===== src/sv/enhanced_clock_page_replacement_macros.svh =====
// Assertion macros shared by the page replacement RTL.
`ifndef ENHANCED_CLOCK_PAGE_REPLACEMENT_MACROS_SVH
`define ENHANCED_CLOCK_PAGE_REPLACEMENT_MACROS_SVH
// Consequent must hold in the same cycle as the antecedent.
`define ECPR_ASSERT_NOW(label, clk, rst_n, ante, cons) \
	label: assert property (@(posedge clk) disable iff (!rst_n) (ante) |-> (cons)) \
		else $error("ecpr same-cycle check failed");
// Consequent must hold in the cycle after the antecedent.
`define ECPR_ASSERT_NEXT(label, clk, rst_n, ante, cons) \
	label: assert property (@(posedge clk) disable iff (!rst_n) (ante) |=> (cons)) \
		else $error("ecpr next-cycle check failed");
`endif


===== src/sv/ecpr_pkg.sv =====
// Shared types and constants for the enhanced clock page replacement block.
`timescale 1ns / 1ps
`default_nettype none
package ecpr_pkg;
	localparam int CFG_W   = 5;
	localparam int PAGE_W  = 16;
	localparam int FRAME_W = 4;
	localparam logic [CFG_W-1:0] FRAMES_IN_USE_RESET = 5'd4;

	typedef struct packed {
		logic load_in;
		logic norm;
		logic select;
		logic commit;
	} cmd_t;

	typedef struct packed {
		logic hand_ok;
		logic out_free;
	} status_t;
endpackage
`default_nettype wire


===== src/sv/enhanced_clock_page_replacement.sv =====
// Sequence: an accepted transaction steps through match, select and write; its result is
// registered on leaving write, which waits while the held result is stalled. No new transaction is
// taken until idle again; match holds while the hand is folded back after frames_in_use shrinks.
// Reset: arst_n clears the fill count, hand, referenced and modified bits and sets
// frames_in_use to 4; page tags hold no reset value and are read only after being written.
`timescale 1ns / 1ps
`default_nettype none
module enhanced_clock_page_replacement #(
	parameter int FRAMES    = 16,
	parameter int PAGE_BITS = 16
) (
	input  logic                         clk,
	input  logic                         arst_n,
	input  logic                         cfg_we,
	input  logic [ecpr_pkg::CFG_W-1:0]   cfg_wdata,
	input  logic                         in_valid,
	output logic                         in_stall,
	input  logic [ecpr_pkg::PAGE_W-1:0]  page,
	input  logic                         is_write,
	output logic                         out_valid,
	input  logic                         out_stall,
	output logic                         hit,
	output logic                         evicted,
	output logic [ecpr_pkg::PAGE_W-1:0]  evicted_page,
	output logic [ecpr_pkg::FRAME_W-1:0] frame
);
	ecpr_pkg::cmd_t    cmd;
	ecpr_pkg::status_t status;

	ecpr_ctrl u_ctrl (
		.clk      (clk),
		.arst_n   (arst_n),
		.in_valid (in_valid),
		.status   (status),
		.in_stall (in_stall),
		.cmd      (cmd)
	);

	ecpr_dp #(
		.FRAMES    (FRAMES),
		.PAGE_BITS (PAGE_BITS)
	) u_dp (
		.clk          (clk),
		.arst_n       (arst_n),
		.cmd          (cmd),
		.status       (status),
		.cfg_we       (cfg_we),
		.cfg_wdata    (cfg_wdata),
		.page         (page),
		.is_write     (is_write),
		.out_stall    (out_stall),
		.out_valid    (out_valid),
		.hit          (hit),
		.evicted      (evicted),
		.evicted_page (evicted_page),
		.frame        (frame)
	);
endmodule
`default_nettype wire


===== src/sv/ecpr_ctrl.sv =====
// Controller state machine sequencing match, select and write for each transaction.
`timescale 1ns / 1ps
`default_nettype none
`include "enhanced_clock_page_replacement_macros.svh"
module ecpr_ctrl (
	input  logic              clk,
	input  logic              arst_n,
	input  logic              in_valid,
	input  ecpr_pkg::status_t status,
	output logic              in_stall,
	output ecpr_pkg::cmd_t    cmd
);
	typedef enum logic [3:0] {
		ST_IDLE   = 4'b0001,
		ST_MATCH  = 4'b0010,
		ST_SELECT = 4'b0100,
		ST_WRITE  = 4'b1000
	} state_t;

	state_t state_q, state_d;

	always_comb begin
		state_d = state_q;
		cmd     = '0;
		unique case (state_q)
			ST_IDLE: begin
				cmd.load_in = in_valid;
				if (in_valid) begin
					state_d = ST_MATCH;
				end
			end
			ST_MATCH: begin
				// stay here while the hand is folded back into range
				cmd.norm = 1'b1;
				if (status.hand_ok) begin
					state_d = ST_SELECT;
				end
			end
			ST_SELECT: begin
				cmd.select = 1'b1;
				state_d    = ST_WRITE;
			end
			ST_WRITE: begin
				cmd.commit = status.out_free;
				if (status.out_free) begin
					state_d = ST_IDLE;
				end
			end
			default: begin
				state_d = ST_IDLE;
			end
		endcase
	end

	always_ff @(posedge clk or negedge arst_n) begin
		if (!arst_n) begin
			state_q <= ST_IDLE;
		end else begin
			state_q <= state_d;
		end
	end

	assign in_stall = (state_q != ST_IDLE);

	`ECPR_ASSERT_NOW(a_commit_needs_room, clk, arst_n, cmd.commit, status.out_free)
	`ECPR_ASSERT_NOW(a_state_onehot, clk, arst_n, 1'b1, $onehot(state_q))
	`ECPR_ASSERT_NEXT(a_accept_starts_match, clk, arst_n, in_valid && !in_stall, state_q == ST_MATCH)
endmodule
`default_nettype wire


===== src/sv/ecpr_dp.sv =====
// Datapath: frame table, match vectors, rotating victim search and result register.
`timescale 1ns / 1ps
`default_nettype none
`include "enhanced_clock_page_replacement_macros.svh"
module ecpr_dp #(
	parameter int FRAMES    = 16,
	parameter int PAGE_BITS = 16
) (
	input  logic                         clk,
	input  logic                         arst_n,
	input  ecpr_pkg::cmd_t               cmd,
	output ecpr_pkg::status_t            status,
	input  logic                         cfg_we,
	input  logic [ecpr_pkg::CFG_W-1:0]   cfg_wdata,
	input  logic [ecpr_pkg::PAGE_W-1:0]  page,
	input  logic                         is_write,
	input  logic                         out_stall,
	output logic                         out_valid,
	output logic                         hit,
	output logic                         evicted,
	output logic [ecpr_pkg::PAGE_W-1:0]  evicted_page,
	output logic [ecpr_pkg::FRAME_W-1:0] frame
);
	localparam int CFG_W  = ecpr_pkg::CFG_W;
	localparam int PW     = ecpr_pkg::PAGE_W;
	localparam int FW     = ecpr_pkg::FRAME_W;
	localparam int FIDX_W = (FRAMES > 1) ? $clog2(FRAMES) : 1;
	localparam int CNT_W  = $clog2(FRAMES + 1);
	localparam int CMP_W  = (CNT_W > CFG_W) ? CNT_W : CFG_W;

	typedef enum logic [1:0] {
		KIND_HIT   = 2'd0,
		KIND_FILL  = 2'd1,
		KIND_EVICT = 2'd2
	} kind_t;

	// first set bit at or after h, wrapping to the lowest set bit
	function automatic logic [FIDX_W-1:0] first_from(input logic [FRAMES-1:0] v,
			input logic [FIDX_W-1:0] h);
		logic [FIDX_W-1:0] r_hi;
		logic [FIDX_W-1:0] r_lo;
		logic              f_hi;
		r_hi = '0;
		r_lo = '0;
		f_hi = 1'b0;
		for (int i = FRAMES - 1; i >= 0; i--) begin
			if (v[i]) begin
				r_lo = FIDX_W'(i);
				if (FIDX_W'(i) >= h) begin
					r_hi = FIDX_W'(i);
					f_hi = 1'b1;
				end
			end
		end
		return f_hi ? r_hi : r_lo;
	endfunction

	logic [CFG_W-1:0]     cfg_q;
	logic [PAGE_BITS-1:0] pg_q;
	logic                 wr_q;
	logic [PAGE_BITS-1:0] tag_q [FRAMES];
	logic [FRAMES-1:0]    ref_q;
	logic [FRAMES-1:0]    mod_q;
	logic [CNT_W-1:0]     filled_q;
	logic [FIDX_W-1:0]    hand_q;

	logic [CNT_W-1:0]     w_eff;
	logic [CNT_W-1:0]     hand_ext;
	logic                 hand_ok;
	logic [FRAMES-1:0]    act_m;
	logic [FRAMES-1:0]    hit_vec;
	logic [CMP_W-1:0]     cfg_ext;

	logic [FRAMES-1:0]    hit_vec_s1;
	logic [FRAMES-1:0]    c1_s1;
	logic [FRAMES-1:0]    c2_s1;
	logic [FRAMES-1:0]    c3_s1;
	logic                 full_s1;

	kind_t                kind_d;
	logic [FIDX_W-1:0]    idx_d;
	logic [FRAMES-1:0]    clr_d;
	logic [FIDX_W-1:0]    c2_idx;

	kind_t                kind_s2;
	logic [FIDX_W-1:0]    frame_s2;
	logic [FRAMES-1:0]    clr_s2;

	logic [FRAMES-1:0]    sel_oh;
	logic [FRAMES-1:0]    wr_oh;
	logic [PAGE_BITS-1:0] old_tag;

	logic                 out_valid_q;
	logic                 hit_q;
	logic                 evicted_q;
	logic [PW-1:0]        evicted_page_q;
	logic [FW-1:0]        frame_q;

	// active frame count: zero acts as one, clamp to table size
	assign cfg_ext  = CMP_W'(cfg_q);
	assign w_eff    = (cfg_q == '0) ? CNT_W'(1) :
		((cfg_ext > CMP_W'(FRAMES)) ? CNT_W'(FRAMES) : CNT_W'(cfg_ext));
	assign hand_ext = CNT_W'(hand_q);
	assign hand_ok  = (hand_ext < w_eff);

	always_comb begin
		for (int t = 0; t < FRAMES; t++) begin
			act_m[t]   = (CNT_W'(t) < w_eff);
			hit_vec[t] = act_m[t] && (CNT_W'(t) < filled_q) && (tag_q[t] == pg_q);
		end
	end

	// victim choice from the registered match vectors
	assign c2_idx = first_from(c2_s1, hand_q);

	always_comb begin
		kind_d = KIND_EVICT;
		idx_d  = hand_q;
		clr_d  = '0;
		priority if (|hit_vec_s1) begin
			kind_d = KIND_HIT;
			idx_d  = first_from(hit_vec_s1, hand_q);
		end else if (!full_s1) begin
			kind_d = KIND_FILL;
			idx_d  = FIDX_W'(filled_q);
		end else if (|c1_s1) begin
			idx_d = first_from(c1_s1, hand_q);
		end else if (|c2_s1) begin
			idx_d = c2_idx;
			// clear frames passed between the hand and the victim
			for (int t = 0; t < FRAMES; t++) begin
				if (c2_idx >= hand_q) begin
					clr_d[t] = act_m[t] && (FIDX_W'(t) >= hand_q) && (FIDX_W'(t) < c2_idx);
				end else begin
					clr_d[t] = act_m[t] && ((FIDX_W'(t) >= hand_q) || (FIDX_W'(t) < c2_idx));
				end
			end
		end else begin
			// a full second pass clears every active frame's referenced bit, then retry
			clr_d = act_m;
			if (|c3_s1) begin
				idx_d = first_from(c3_s1, hand_q);
			end
		end
	end

	always_comb begin
		for (int t = 0; t < FRAMES; t++) begin
			sel_oh[t] = (frame_s2 == FIDX_W'(t));
		end
		wr_oh = wr_q ? sel_oh : '0;
	end

	assign old_tag = tag_q[frame_s2];

	always_ff @(posedge clk) begin
		if (cmd.load_in) begin
			pg_q <= PAGE_BITS'(page);
			wr_q <= is_write;
		end
		if (cmd.norm) begin
			hit_vec_s1 <= hit_vec;
			c1_s1      <= act_m & ~ref_q & ~mod_q;
			c2_s1      <= act_m & ~ref_q & mod_q;
			c3_s1      <= act_m & ~mod_q;
			full_s1    <= (filled_q >= w_eff);
		end
		if (cmd.select) begin
			kind_s2  <= kind_d;
			frame_s2 <= idx_d;
			clr_s2   <= clr_d;
		end
		if (cmd.commit) begin
			if (kind_s2 != KIND_HIT) begin
				tag_q[frame_s2] <= pg_q;
			end
			hit_q          <= (kind_s2 == KIND_HIT);
			evicted_q      <= (kind_s2 == KIND_EVICT);
			evicted_page_q <= (kind_s2 == KIND_EVICT) ? PW'(old_tag) : '0;
			frame_q        <= FW'(frame_s2);
		end
	end

	always_ff @(posedge clk or negedge arst_n) begin
		if (!arst_n) begin
			cfg_q       <= ecpr_pkg::FRAMES_IN_USE_RESET;
			ref_q       <= '0;
			mod_q       <= '0;
			filled_q    <= '0;
			hand_q      <= '0;
			out_valid_q <= 1'b0;
		end else begin
			if (cfg_we) begin
				cfg_q <= cfg_wdata;
			end
			if (cmd.norm && !hand_ok) begin
				hand_q <= FIDX_W'(hand_ext - w_eff);
			end
			if (cmd.commit) begin
				ref_q  <= (ref_q & ~clr_s2) | sel_oh;
				hand_q <= frame_s2;
				if (kind_s2 == KIND_HIT) begin
					mod_q <= mod_q | wr_oh;
				end else begin
					mod_q <= (mod_q & ~sel_oh) | wr_oh;
				end
				if (kind_s2 == KIND_FILL) begin
					filled_q <= filled_q + CNT_W'(1);
				end
			end
			if (cmd.commit) begin
				out_valid_q <= 1'b1;
			end else if (!out_stall) begin
				out_valid_q <= 1'b0;
			end
		end
	end

	assign status.hand_ok  = hand_ok;
	assign status.out_free = !out_valid_q || !out_stall;

	assign out_valid    = out_valid_q;
	assign hit          = hit_q;
	assign evicted      = evicted_q;
	assign evicted_page = evicted_page_q;
	assign frame        = frame_q;

	`ECPR_ASSERT_NOW(a_hit_frame_matches, clk, arst_n, cmd.commit && (kind_s2 == KIND_HIT), hit_vec_s1[frame_s2])
	`ECPR_ASSERT_NEXT(a_ref_set_after_commit, clk, arst_n, cmd.commit, ref_q[$past(frame_s2)])
	`ECPR_ASSERT_NOW(a_fill_bound, clk, arst_n, 1'b1, filled_q <= CNT_W'(FRAMES))
endmodule
`default_nettype wire

===== config.mk =====
export PLATFORM = sky130hd
export DESIGN_NAME = enhanced_clock_page_replacement
export DESIGN_NICKNAME = d
export VERILOG_FILES = /design/src/sv/ecpr_pkg.sv /design/src/sv/enhanced_clock_page_replacement.sv /design/src/sv/ecpr_ctrl.sv /design/src/sv/ecpr_dp.sv
export VERILOG_INCLUDE_DIRS = /design/src /design/src/sv
export SDC_FILE = /design/constraint.sdc
export NUM_CORES = 1
export LEC_CHECK = 0
export BUFFER_PORTS_ARGS = -buffer_cell sky130_fd_sc_hd__buf_2
export CAP_MARGIN = 20
export CORE_ASPECT_RATIO = 1.25
export CORE_MARGIN = 2
export CORE_UTILIZATION = 50
export CTS_CLUSTER_DIAMETER = 60
export DETAILED_ROUTE_END_ITERATION = 6
export PLACE_DENSITY = 0.66
export SLEW_MARGIN = 40
export SYNTH_ARGS = -nofsm -noshare
export SYNTH_HDL_FRONTEND = slang
export SYNTH_SLANG_ARGS = --single-unit

===== constraint.sdc =====
create_clock -name clk -period 14.24 [get_ports clk]
set_input_delay 3.56 -clock clk [delete_from_list [all_inputs] [get_ports clk]]
set_output_delay 3.56 -clock clk [all_outputs]
set_load 0.05 [all_outputs]

* After elaboration in Yosys (flattened, before gate mapping) *
Memories as Yosys holds them, arrays and structs flattened. A register that Yosys moved wholly into a read port is not among the register bits.
Cells that the tools add are included.

storage, ports and cells
  memories kept = 1
  output and inout bits = 24
  bits in registers = 161
  bits in writable memories = 256

memories
  memory      depth  bits a word  rd ports  clocked after Yosys merged registers in  wr ports  line           RTL
  u_dp.tag_q  16     16           17        1                                        1         ecpr_dp.sv:61  logic [PAGE_BITS-1:0] tag_q [FRAMES];

cells by class
  bitwise operators = 14
  $lt $le $gt $ge = 68
  $add $sub $neg = 2
  mux-type cells = 431
  reduce and logical (&&, ||, !) cells = 114
  eq/ne operators = 42

operator list
  kind                                                                                count
  4-bit 2-to-1 mux                                                                    238
  16-bit equality test                                                                16
  1-bit 2-to-1 mux                                                                    186
  16-bit AND                                                                          6
  1-bit logical AND                                                                   81
  4-bit by 5-bit less-than comparator with 1-bit output, first input constant         16
  16-bit inverter                                                                     4
  16-bit OR reduction                                                                 4
  16-bit 2-to-1 mux                                                                   3
  16-bit OR                                                                           3
  3-bit by 5-bit less-than comparator with 1-bit output, first input constant         8
  4-bit equality test, second input constant                                          9
  33-bit OR reduction                                                                 1
  4-bit greater-or-equal comparator, first input constant                             8
  4-bit less-than comparator, first input constant                                    8
  4-bit by 3-bit equality test with 1-bit output, second input constant               5
  1-bit by 5-bit less-than comparator with 1-bit output, first input constant         4
  2-bit by 5-bit less-than comparator with 1-bit output, first input constant         4
  1-bit logical OR                                                                    17
  3-bit by 4-bit greater-or-equal comparator with 1-bit output, first input constant  4
  3-bit by 4-bit less-than comparator with 1-bit output, first input constant         4
  4-bit case mux with 4 select lines                                                  1
  4-bit by 2-bit equality test with 1-bit output, second input constant               3
  5-bit 2-to-1 mux                                                                    2
  25 further kinds                                                                    36

* Logic depth before layout (Yosys ltp) *
Gate-level depths: netlist (run 1).

  word-level depth = 59
  gate-level depth with buffers = 20

* Cells and area by module *
Synthesis (run 1) repeated with hierarchy kept, for this count alone.

unflattened totals
  cell total of the unflattened synthesis = 1706
  area total of the unflattened synthesis = 22181.3 µm²

modules (own cells, without submodules)
  module     cells each  times used  seq. area each (µm²)  area each (µm²)
  ecpr_dp    1686        1           12648.4               21979.8
  ecpr_ctrl  20          1           101.3                 201.4

* Worst setup path after synthesis (run 1) *
Ideal clock, no wire load.

  path type = register to register
  from = register u_ctrl.state_q[2]
  to = register u_ctrl.state_q[2]
  path slack = 4.568 ns
  setup time = 0.134 ns
  stages on the path, launching flop included = 4
  data arrival time = 9.538 ns
  cells stage by stage = dfrtp_1 nor4b_1 nand3_1 and2_1

between the ends
  longest elaborated chain between the ends = 3
  elaborated cells between the ends (all ways) = 9
  those cells by class = 7 x eq/ne; 1 x mux; 1 x reduce/logical

ends and longest elaborated chain
  element                                                                                                            line             RTL
  from (decl)                                                                                                        ecpr_ctrl.sv:20  state_t state_q, state_d;
  from (signal assigned)                                                                                             ecpr_ctrl.sv:59  state_q <= state_d;
  4-bit equality test, or another cell as far along                                                                  ecpr_ctrl.sv:25  unique case (state_q)
  2-bit by 1-bit inequality test with 1-bit output (no source line) / 2-bit inequality test (equally long branches)  -
  3-bit AND reduction (no source line)                                                                               -

Several ways; a longest one is shown, not always the timed one.
A chain may end at the register's enable or synchronous reset.

* Worst setup path after layout (run 1) *
  from = input port out_stall
  to = memory u_dp.tag_q[12][9] (enable)

between the ends
  longest elaborated chain between the ends = 5

ends and longest elaborated chain
  element                                 line                                   RTL
  from (decl)                             enhanced_clock_page_replacement.sv:21  input logic out_stall,
  1-bit zero test                         -
  1-bit logical OR                        ecpr_dp.sv:220                         assign status.out_free = !out_valid_q || !out_stall;
  1-bit 2-to-1 mux                        ecpr_ctrl.sv:25
  1-bit 2-to-1 mux                        ecpr_dp.sv:173                         if (cmd.commit) begin
  1-bit 2-to-1 mux (not written as such)  ecpr_dp.sv:175                         tag_q[frame_s2] <= pg_q;
  to (decl)                               ecpr_dp.sv:61

Every way passes these cells.

==> results of run 1 <==
## per-stage QoR
stage	hold WS, ns	util	std cells	area [µm²]
6_report	0.5144	0.5630	2393	24840
5_1_grt	0.5402	0.5630	2393	24840
4_1_cts	0.5152	0.5623	2392	24810
3_5_place_dp	0.5008	0.5282	2308	23300
3_3_place_gp	0.4909	0.5276	2308	23270
2_1_floorplan	0.4206	-	1738	22320
## Yosys cell counts, types with 7 or more instances
master | instances | area share
and2_1 | 20 | 0.0056
nor2_1 | 125 | 0.021
nand4_1 | 32 | 0.0090
inv_1 | 40 | 0.0067
o31ai_1 | 12 | 0.0040
nor2b_1 | 20 | 0.0056
buf_6 | 8 | 0.0040
nand2b_1 | 18 | 0.0050
buf_2 | 12 | 0.0027
nand2_1 | 96 | 0.016
or2_2 | 11 | 0.0031
edfxtp_1 | 382 | 0.51
xnor2_1 | 107 | 0.042
buf_1 | 10 | 0.0017
nor3_1 | 71 | 0.016
a21o_1 | 25 | 0.0084
xor2_1 | 155 | 0.061
mux4_2 | 80 | 0.081
nor4_1 | 60 | 0.017
a2111oi_0 | 7 | 0.0027
a211oi_1 | 16 | 0.0054
ha_1 | 15 | 0.0084
o21ai_1 | 7 | 0.0016
o21ai_0 | 57 | 0.013
a21boi_0 | 7 | 0.0024
dfrtp_1 | 49 | 0.055
clkbuf_1 | 63 | 0.011
nand3_1 | 27 | 0.0061
a21oi_1 | 61 | 0.014
a31oi_1 | 13 | 0.0036
## worst min path at each step
| stage | slack (ns) | end | from |
|---|---|---|---|
| 4_1_cts | 0.52 | u_dp.ref_q[1] | u_dp.ref_q[1] |
| 2_1_floorplan | 0.42 | u_dp.frame[3] | u_dp.frame_s2[3] |
| 3_3_place_gp | 0.49 | u_dp.ref_q[5] | u_dp.ref_q[5] |
| 5_1_grt | 0.54 | u_dp.ref_q[11] | u_dp.ref_q[11] |
| 3_5_place_dp | 0.50 | u_dp.ref_q[1] | u_dp.ref_q[1] |
| 6_report | 0.51 | u_dp.ref_q[1] | u_dp.ref_q[1] |
## sequential cells by signal, indices dropped and copies added, names as in the netlist
register           cells
u_dp.ref_q            16
u_dp.evicted           1
u_dp.out_valid         1
u_dp.hit_vec_s1       16
u_dp.c1_s1            16
u_dp.frame             4
u_dp.evicted_page     16
u_dp.full_s1           1
u_dp.cfg_ext           5
u_dp.kind_s2           2
u_ctrl.state_q         4
u_dp.c3_s1            16
u_dp.hit               1
u_dp.mod_q            16
u_dp.filled_q          5
u_dp.tag_q           256
u_dp.pg_q             16
u_dp.hand_q            4
u_dp.clr_s2           16
u_dp.wr_q              1
u_dp.c2_s1            16
u_dp.frame_s2          4
## cell families (layout without fill, tap and decap cells)
kind of cell | after synthesis | after routing | synth area share
adder cells (fa/ha/maj) | 20 | 20 | 0.01116
multiplexers | 86 | 86 | 0.08370
flip-flops | 433 | 433 | 0.5713
XOR/XNOR | 262 | 262 | 0.1028
AND/OR/NAND/NOR | 514 | 514 | 0.1163
buffers and inverters | 142 | 225 | 0.02809
AO/OA/AOI/OAI | 281 | 281 | 0.08667
## per-layer routing
| layer | part of all wire | GRT usage | routed length (µm) |
|---|---|---|---|
| met5 | 0 | 0 | 0 |
| met4 | 0.051 | 0.1377 | 3423 |
| met3 | 0.078 | 0.03503 | 5268 |
| met2 | 0.48 | 0.4751 | 32040 |
| met1 | 0.40 | 0.4085 | 26700 |
## power groups by stage
stage / Sequential [mW] / Combinational (mW) / Clock [mW]
after CTS: 1.59 / 1.10 / 1.21
after detailed placement: 1.62 / 1.09 / 0
after floorplan: 1.62 / 0.765 / 0
after global routing: 1.60 / 1.20 / 1.26
final: 1.60 / 1.11 / 1.20
after global placement: 1.62 / 1.07 / 0
## layout make-up
type | count | area (µm²) | share of cell area
clock inverter | 27 | 247.7 | 0.009975
inverter | 44 | 165.2 | 0.006650
clock buffer | 57 | 1254 | 0.05048
multi-input combinational | 1163 | 9094 | 0.3661
tap | 572 | 715.7 | 0.02882
sequential | 433 | 12750 | 0.5133
timing repair buffer | 97 | 610.6 | 0.02458
## placed cells by master, fill, tap and decap left out, types with 6 or more instances in the layout
cell type   instances
a2111oi_0           7
a211oi_1           14
a21boi_0            7
a21o_1             25
a21oi_1            61
a221oi_1            6
a22oi_1             6
a31oi_1            13
and2_1             20
buf_2              50
buf_4              45
clkbuf_1            6
clkbuf_16          47
clkinv_1            9
clkinvlp_4          7
dfrtp_1            49
edfxtp_1          382
ha_1               15
inv_1              40
mux4_2             80
nand2_1            96
nand2b_1           18
nand3_1            27
nand4_1            32
nor2_1            123
nor2b_1            20
nor3_1             57
nor3_2             12
nor4_1             56
o21ai_0            57
o21ai_1             7
o31ai_1            12
or2_2              11
or4_1               6
xnor2_1           107
xor2_1            155
==> run metrics, run 1 <==
grt ovf=0; crit-path max FO=between 40 and 50; leakage=between 8 and 9 nW; 1st-iter DRT viols=~2,100; setup TNS=0 ns; core region area=between 40,000 and 50,000 µm²; Mapped Area=~22,000 µm²; Synth warnings=0; post-route minimum period=roughly 5.6 ns; clk slew on worst S/H paths=~0.06 ns; IO Port Bufs=50; setup bufs post-CTS=0; DIE AREA=46,350 µm²; initial antenna violation count=0; std cell rows=86; R2R cell count=16; reg-to-reg slack, setup=between 9 and 10 ns; CP peak stage delay=a little under 0.8 ns; Crit-path slowest cell=nor3_4; hold path depth=1; Final GP Congestion=1.008; number of diodes=0; setup violators final=0; Final HPWL DP=47,930 µm; Design Power=a little under 4 mW; Die Ht=roughly 240 µm; WP data required=between 10 and 15 ns; Net Sw Power=about 1.4 mW; cts bufs inserted=45; drc violations=0; cell count after synthesis=roughly 1,700; CTS sink count=433; ys async rst share=0.1178; Top-Level Pins=51; Yosys cell types=91; status=completed; crit start category=primary input; first-pass GRT wire length=between 90,000 and 100,000 µm; Area Overhead vs Synth=11.28%; crit path DAT=between 5 and 6 ns; first drt pass iteration count=7; Die Width=193.0 µm; Mean Syn Cell Area=around 13 µm²; buffer and inverter count on the worst path=2; r2r endpoint=u_dp.clr_s2[12]; Power Density=157.3 nW/µm²; Int Pwr=2.550 mW; fin crit share=0.3946; largest net degree at the start of global routing=69; max-cap viol count=0; combinational share of power=0.285; # hold bufs at CTS=0; Clock Power Share=0.306; clock latency on the worst-skew pair=between 0.5 and 0.6 ns; Root Driver=clkbuf_16; vias per cell=roughly 6.4; CTS tree=built; WS Path Type=in -> reg; H-tree depth=2; worst slack at placement=a little over 8 ns; CTS Buffer Depth=3; WL/cell=~28 µm; CP Launch Point=out_stall; unrepaired setup endpoints after global routing=no; Starting Density=0.5059; worst path cell trace=buf_2 -> a21oi_4 -> buf_4 -> nor2b_1 -> nand2b_1 -> nor3_4; Tot GR Track Use=0.2972; FF-to-FF Start=u_dp.hand_q[2]; max_slew headroom=0.4647; Sw Ratio=0.3473; Crit. path cell count=6; vias in the first global route=about 15,000; post-synthesis register bit count=433; PostCTS Resize Cnt=0; Worst Clk Skew=0.02812 ns; Peak Freq=between 150 and 200 MHz; layout cell share with drive strength beyond 1=0.1686; nets=1,827; Final Max Slew Viols=0; Crit. End Element=flop; DRT Wirelength=67,430 µm; Max VDD drop=0.1013 mV; Seq pwr share=0.409; Synthesized Nets=1,781; Hold Crit Class=reg -> reg; total number of vias=approximately 15,000; ys flop type=edfxtp_1; ANT nets after route=0; number of flops mapped to enable cells by yosys=approximately 380; endpoints failing hold=0; Layout fillers=roughly 3,600; crit path to=u_dp.tag_q[12][9]; Least-Margin Pin Slew=0.7956 ns; final worst setup slack=approximately 8.6 ns; sequential area share after synthesis=0.5713; family with the most delay on the worst path=simple AND/OR/NAND/NOR gates
Note: power is estimated with default switching activity, not from simulation.
==> inputs of run 2 (changes only) <==
PLACE_DENSITY = 0.69   (was 0.66)
clock period = 5.05 ns   (was 14.24 ns; I/O delays follow)
==> run 2 against run 1 <==
The flow now finishes with violations (DRC). Via count fell by 0.32%. Setup slack worse by 7.8 ns. Core utilization up 0.30 points. Critical endpoint is now u_dp.clr_s2[11].
==> run metrics, run 2 (synthesized netlist as in run 1, its figures left out) <==
DRT Wirelength=67,620 µm (was 67,430 µm); largest net degree at the start of global routing=68 (was 69); Final GP Congestion=1.002 (was 1.008); setup bufs post-CTS=0 (unchanged); WP data required=5.42 ns (was 14.42 ns); Least-Margin Pin Slew=0.8801 ns (was 0.7956 ns); WL/cell=28.00 µm (was 28.18 µm); combinational share of power=0.277 (was 0.285); buffer and inverter count on the worst path=2 (unchanged); first drt pass iteration count=7 (unchanged); Layout fillers=3,627 (was 3,637); Crit-path slowest cell=dfrtp_1 (was nor3_4); H-tree depth=2 (unchanged); crit-path max FO=20 (was 49); post-route minimum period=around 4.2 ns; most frequent cells in the layout=382 x edfxtp_1, 155 x xor2_1, 123 x nor2_1, 107 x xnor2_1, 96 x nand2_1 (unchanged); fin util=0.5660 (was 0.5630); PostCTS Resize Cnt=0 (unchanged); final worst setup slack=0.8465 ns (was 8.620 ns); hold path depth=1 (unchanged); core region area=44,120 µm² (unchanged); failing checks=DRC; ANT nets after route=0 (unchanged); unrepaired setup endpoints after global routing=no (unchanged); vias per cell=6.364 (was 6.443); Final HPWL DP=49,010 µm (was 47,930 µm); layout cell share with drive strength beyond 1=0.1781 (was 0.1686); status=finished, violations left (was completed); setup TNS=0 ns (unchanged); std cell rows=86 (unchanged); IO Port Bufs=50 (unchanged); Power Density=441.9 nW/µm² (was 157.3 nW/µm²); first-pass GRT wire length=100,100 µm (was 99,570 µm); FF+latch area=12,750 µm² (about the same); Starting Density=0.5059 (unchanged); clock latency on the worst-skew pair=0.57 ns (about the same); worst slack at placement=1.002 ns (was 8.057 ns); Crit. path cell count=14 (was 6); Die Ht=240.2 µm (unchanged); CTS sink count=433 (unchanged); Die Width=193.0 µm (unchanged); Top-Level Pins=51 (unchanged); Seq pwr share=0.424 (was 0.409); Tot GR Track Use=0.2984 (was 0.2972); Peak Freq=between 200 and 250 MHz; largest register by flop count=u_dp.tag_q (unchanged); commonest non-fill, non-tap cell in the layout=edfxtp_1 (unchanged); crit start category=flop (was primary input); Hold Crit Class=reg -> reg (unchanged); grt ovf=0 (unchanged); worst path cell trace=buf_4 -> and2_4 -> a311oi_4 -> nand4bb_1 -> o32ai_1 -> a31oi_1 -> or2_1 -> inv_1 -> ha_1 -> nand2b_1 -> a21oi_1 -> o21ai_0 -> maj3_1 -> a211oi_1 (was buf_2 -> a21oi_4 -> buf_4 -> nor2b_1 -> nand2b_1 -> nor3_4); Clock Power Share=0.299 (was 0.306); total number of vias=15,370 (was 15,420); initial antenna violation count=0 (unchanged); endpoints failing hold=0 (unchanged); cts bufs inserted=45 (unchanged); worst hold slack=0.5149 ns (was 0.5144 ns); area post-placement=23,490 µm² (was 23,300 µm²); # hold bufs at CTS=0 (unchanged); Max VDD drop=0.3371 mV (was 0.1013 mV); crit path DAT=4.58 ns (was 5.80 ns); leakage=8.494 nW (was 8.391 nW); DIE AREA=46,350 µm² (unchanged); 1st-iter DRT viols=1,606 (was 2,093); CTS Buffer Depth=3 (unchanged); family with the most delay on the worst path=compound AO/OA/AOI/OAI gates (was simple AND/OR/NAND/NOR gates); CTS tree=built (unchanged); Net Sw Power=3.819 mW (was 1.357 mW); Worst Clk Skew=0.02236 ns (was 0.02812 ns); CP peak stage delay=0.74 ns (was 0.77 ns); setup violators final=0 (unchanged); Area Overhead vs Synth=11.88% (was 11.28%); Sw Ratio=0.3461 (was 0.3473); max reg flops=256 (unchanged); R2R cell count=14 (was 16); vias in the first global route=15,340 (was 14,920); Crit. End Element=flop (unchanged); nets=1,849 (was 1,827); post-route design area=24,970 µm² (was 24,840 µm²); Root Driver=clkbuf_16 (unchanged); drc violations=8 (was 0); Final Max Slew Viols=0 (unchanged); WS Path Type=reg -> reg (was in -> reg); Int Pwr=7.215 mW (was 2.550 mW); max_slew headroom=0.4088 (was 0.4647); max-cap viol count=0 (unchanged); clk slew on worst S/H paths=0.07 ns (was 0.06 ns); multi-input combinational cell area=9087 µm² (was 9094 µm²); fin crit share=0.8324
-- run 2: cell count changes in the layout (fill, tap and decap cells not counted), moves of 4 or more --
cell,before,now
buf_6,2,6
clkbuf_8,4,0
clkinvlp_4,7,2
clkinv_2,3,9
buf_4,45,61
-- run 2: metrics by stage --
step                cells  power [mW]
floorplan            1738       6.699
global placement     2325       7.691
detailed placement   2329       7.725
CTS                  2412       11.01
global route         2414       11.49
finish               2415       11.03
-- run 2: power by group through the flow --
stage	clock [mW]	combinational [mW]	sequential [mW]
floorplan	0	2.16	4.54
global placement	0	2.93	4.76
detailed placement	0	2.97	4.75
CTS	3.34	2.99	4.68
global route	3.47	3.32	4.70
finish	3.30	3.06	4.68
-- run 2: final timing paths --
kind	startpoint	to	slack, ns
hold reg to reg	u_dp.ref_q[15]	u_dp.ref_q[15]	0.51
max in group asynchronous	arst_n	u_dp.hand_q[1]	3.67
min in group asynchronous	arst_n	u_dp.mod_q[11]	0.84
hold / removal	u_dp.ref_q[15]	u_dp.ref_q[15]	0.51
setup / recovery	u_dp.hand_q[3]	u_dp.clr_s2[11]	0.85
setup reg to reg	u_dp.hand_q[3]	u_dp.clr_s2[11]	0.85
-- run 2: layout make-up --
class / instances / share of cell area
sequential: 433 / 0.5106
multi-input combinational: 1163 / 0.3639
clock buffer: 51 / 0.04600
timing repair buffer: 119 / 0.03247
tap: 572 / 0.02866
clock inverter: 32 / 0.01157
inverter: 44 / 0.006614
antenna: 1 / 0.0001002
-- run 2: metal layers --
| metal | vias to the layer above | GRT usage | routed length (µm) |
|---|---|---|---|
| met5 | - | 0 | 0 |
| li1 | 6728 | - | - |
| met2 | 728 | 0.4972 | 33600 |
| met1 | 7706 | 0.3670 | 24970 |
| met3 | 207 | 0.03299 | 3932 |
| met4 | 0 | 0.1988 | 5117 |
-- run 2: worst register-to-register path, cell delays in order, from the launching register on --
cell       delay (ns)
dfrtp_1          0.74
buf_4            0.39
and2_4           0.28
a311oi_4         0.14
nand4bb_1        0.28
o32ai_1          0.29
a31oi_1          0.06
or2_1            0.25
inv_1            0.09
ha_1             0.22
nand2b_1         0.14
a21oi_1          0.18
o21ai_0          0.28
maj3_1           0.44
a211oi_1         0.25
==> inputs of run 3 (changes only) <==
PLACE_DENSITY = 0.66   (was 0.69)
clock period = 3.9 ns   (was 5.05 ns; I/O delays follow)
==> run 3 against run 2 <==
The flow now finishes without violations. Critical path depth is the same. Clock power grew 23%. Critical endpoint is now u_dp.clr_s2[9]. Largest cell class unchanged. First-iteration DRC count shrank 1.2%. Sequential power grew 29%.
==> run metrics, run 3 (synthesized netlist as in run 1, its figures left out) <==
FF+latch area=12,750 µm² (about the same); Starting Density=0.5059 (unchanged); final worst setup slack=0.2721 ns (was 0.8465 ns); leakage=8.647 nW (was 8.494 nW); ANT nets after route=0 (unchanged); crit-path max FO=12 (was 20); Final Max Slew Viols=0 (unchanged); status=completed (was finished, violations left); Die Width=193.0 µm (unchanged); WL met2=34,040 µm (was 33,600 µm); Power Density=570.7 nW/µm² (was 441.9 nW/µm²); endpoints failing hold=0 (unchanged); vias per cell=6.307 (was 6.364); most frequent cells in the layout=382 x edfxtp_1, 155 x xor2_1, 124 x nor2_1, 107 x xnor2_1, 96 x nand2_1 (was 382 x edfxtp_1, 155 x xor2_1, 123 x nor2_1, 107 x xnor2_1, 96 x nand2_1); Layout fillers=3,610 (was 3,627); clock latency on the worst-skew pair=0.56 ns (was 0.57 ns); Max VDD drop=0.3990 mV (was 0.3371 mV); Top-Level Pins=51 (unchanged); multi-input combinational cell area=9070 µm² (was 9087 µm²); Area Overhead vs Synth=12.88% (was 11.88%); post-route minimum period=3.628 ns (was 4.203 ns); Worst Clk Skew=0.02275 ns (was 0.02236 ns); Final HPWL DP=50,470 µm (was 49,010 µm); layout cell share with drive strength beyond 1=0.1927 (was 0.1781); initial antenna violation count=1 (was 0); nets=1,885 (was 1,849); cts bufs inserted=43 (was 45); 1st-iter DRT viols=1,587 (was 1,606); WL/cell=27.93 µm (was 28.00 µm); grt ovf=0 (unchanged); core region area=44,120 µm² (unchanged); Die Ht=240.2 µm (unchanged); crit start category=flop (unchanged); H-tree depth=2 (unchanged); Met3 Wirelength=3591 µm (was 3932 µm); Tot GR Track Use=0.3022 (was 0.2984); worst hold slack=0.4338 ns (was 0.5149 ns); fin crit share=0.9302 (was 0.8324); max_slew headroom=0.4297 (was 0.4088); worst slack at placement=0.2054 ns (was 1.002 ns); std cell rows=86 (unchanged); max reg flops=256 (unchanged); CTS sink count=433 (unchanged); largest net degree at the start of global routing=68 (unchanged); drc violations=0 (was 8); DIE AREA=46,350 µm² (unchanged); vias in the first global route=15,520 (was 15,340); WP data required=4.17 ns (was 5.42 ns); Root Driver=clkbuf_16 (unchanged); CTS tree=built (unchanged); Final GP Congestion=0.9819 (was 1.002); Crit. End Element=flop (unchanged); setup violators final=0 (unchanged); clk slew on worst S/H paths=0.07 ns (about the same); IO Port Bufs=50 (unchanged); area post-placement=23,820 µm² (was 23,490 µm²); highest metal used=met4 (unchanged); fin util=0.5711 (was 0.5660); DRT Wirelength=68,330 µm (was 67,620 µm); Peak Freq=275.6 MHz (was 237.9 MHz); first-pass GRT wire length=101,300 µm (was 100,100 µm); crit path DAT=3.90 ns (was 4.58 ns); Least-Margin Pin Slew=0.8555 ns (was 0.8801 ns); post-route design area=25,190 µm² (was 24,970 µm²); CTS Buffer Depth=3 (unchanged); max-cap viol count=0 (unchanged); # hold bufs at CTS=0 (unchanged); largest register by flop count=u_dp.tag_q (unchanged); first drt pass iteration count=6 (was 7); commonest non-fill, non-tap cell in the layout=edfxtp_1 (unchanged); WS Path Type=reg -> reg (unchanged); M1 WL=25,790 µm (was 24,970 µm); total number of vias=15,430 (was 15,370); Hold Crit Class=in -> async (was reg -> reg)
-- run 3: changes by cell type in the layout (fill, tap and decap cells not counted), sizes merged --
cell      previous run  this run
bufinv               4         3
clkinvlp             2         1
inv                 46        47
buf                119       157
clkbuf              51        56
clkinv              24        13
-- run 3: routing by layer --
layer / vias up / track usage
met5: - / 0
met2: 675 / 0.5103
met3: 211 / 0.03255
met4: 0 / 0.1873
met1: 7747 / 0.3722
li1: 6795 / -
-- run 3: layout make-up --
| cell class | instances | share of cell area |
|---|---|---|
| Sequential cell | 433 | 0.5063 |
| Multi-Input combinational cell | 1163 | 0.3600 |
| Clock buffer | 56 | 0.04624 |
| Timing Repair Buffer | 157 | 0.04524 |
| Tap cell | 572 | 0.02841 |
| Clock inverter | 20 | 0.007201 |
| Inverter | 44 | 0.006555 |
| Antenna cell | 1 | 0.00009932 |
-- run 3: critical path, cell delays in order (launching register included) --
cell and delay (ns):
dfrtp_2 0.50, buf_12 0.18, a21boi_0 0.22, o21ai_0 0.16, buf_4 0.18, a2bb2oi_1 0.14
o21ai_0 0.23, o22ai_2 0.22, inv_2 0.11, ha_1 0.30, a21oi_1 0.07, o21a_2 0.28
buf_4 0.19, a2111oi_1 0.47, nor4_1 0.09
-- run 3: through the flow --
step	cells	TNS (ns)	power [mW]
floorplan	1738	0	8.675
global placement	2361	0	10.21
detailed placement	2367	0	10.28
CTS	2443	0	14.34
global route	2445	-0.02503	14.97
finish	2446	0	14.38
-- run 3: repair_timing --
item | in CTS | in global routing
endpoints found under the setup margin | 0 | 12
resized for setup | 0 | 7
hold endpoints to repair | 0 | 0
buffers inserted | 0 | 0
-- run 3: worst paths after layout --
| kind | endpoint | slack [ns] | cells after the start | start |
|---|---|---|---|---|
| worst min-delay path | u_dp.cfg_ext[1] | 0.43 | 1 | arst_n |
| worst min register to register | u_dp.ref_q[7] | 0.50 | 1 | u_dp.ref_q[7] |
| min in group clk | u_dp.ref_q[7] | 0.50 | 1 | u_dp.ref_q[7] |
| max in group asynchronous | u_dp.mod_q[1] | 2.84 | 2 | arst_n |
| worst max-delay path | u_dp.clr_s2[9] | 0.27 | 14 | u_dp.hand_q[0] |
| worst max register to register | u_dp.clr_s2[9] | 0.27 | 14 | u_dp.hand_q[0] |
-- run 3: report_power, final --
part,internal [mW],switching (mW),leakage (nW)
registers,5.52,0.508,4.06
clock network,2.31,1.75,0.665
logic,1.61,2.68,3.93
total,9.44,4.93,8.65
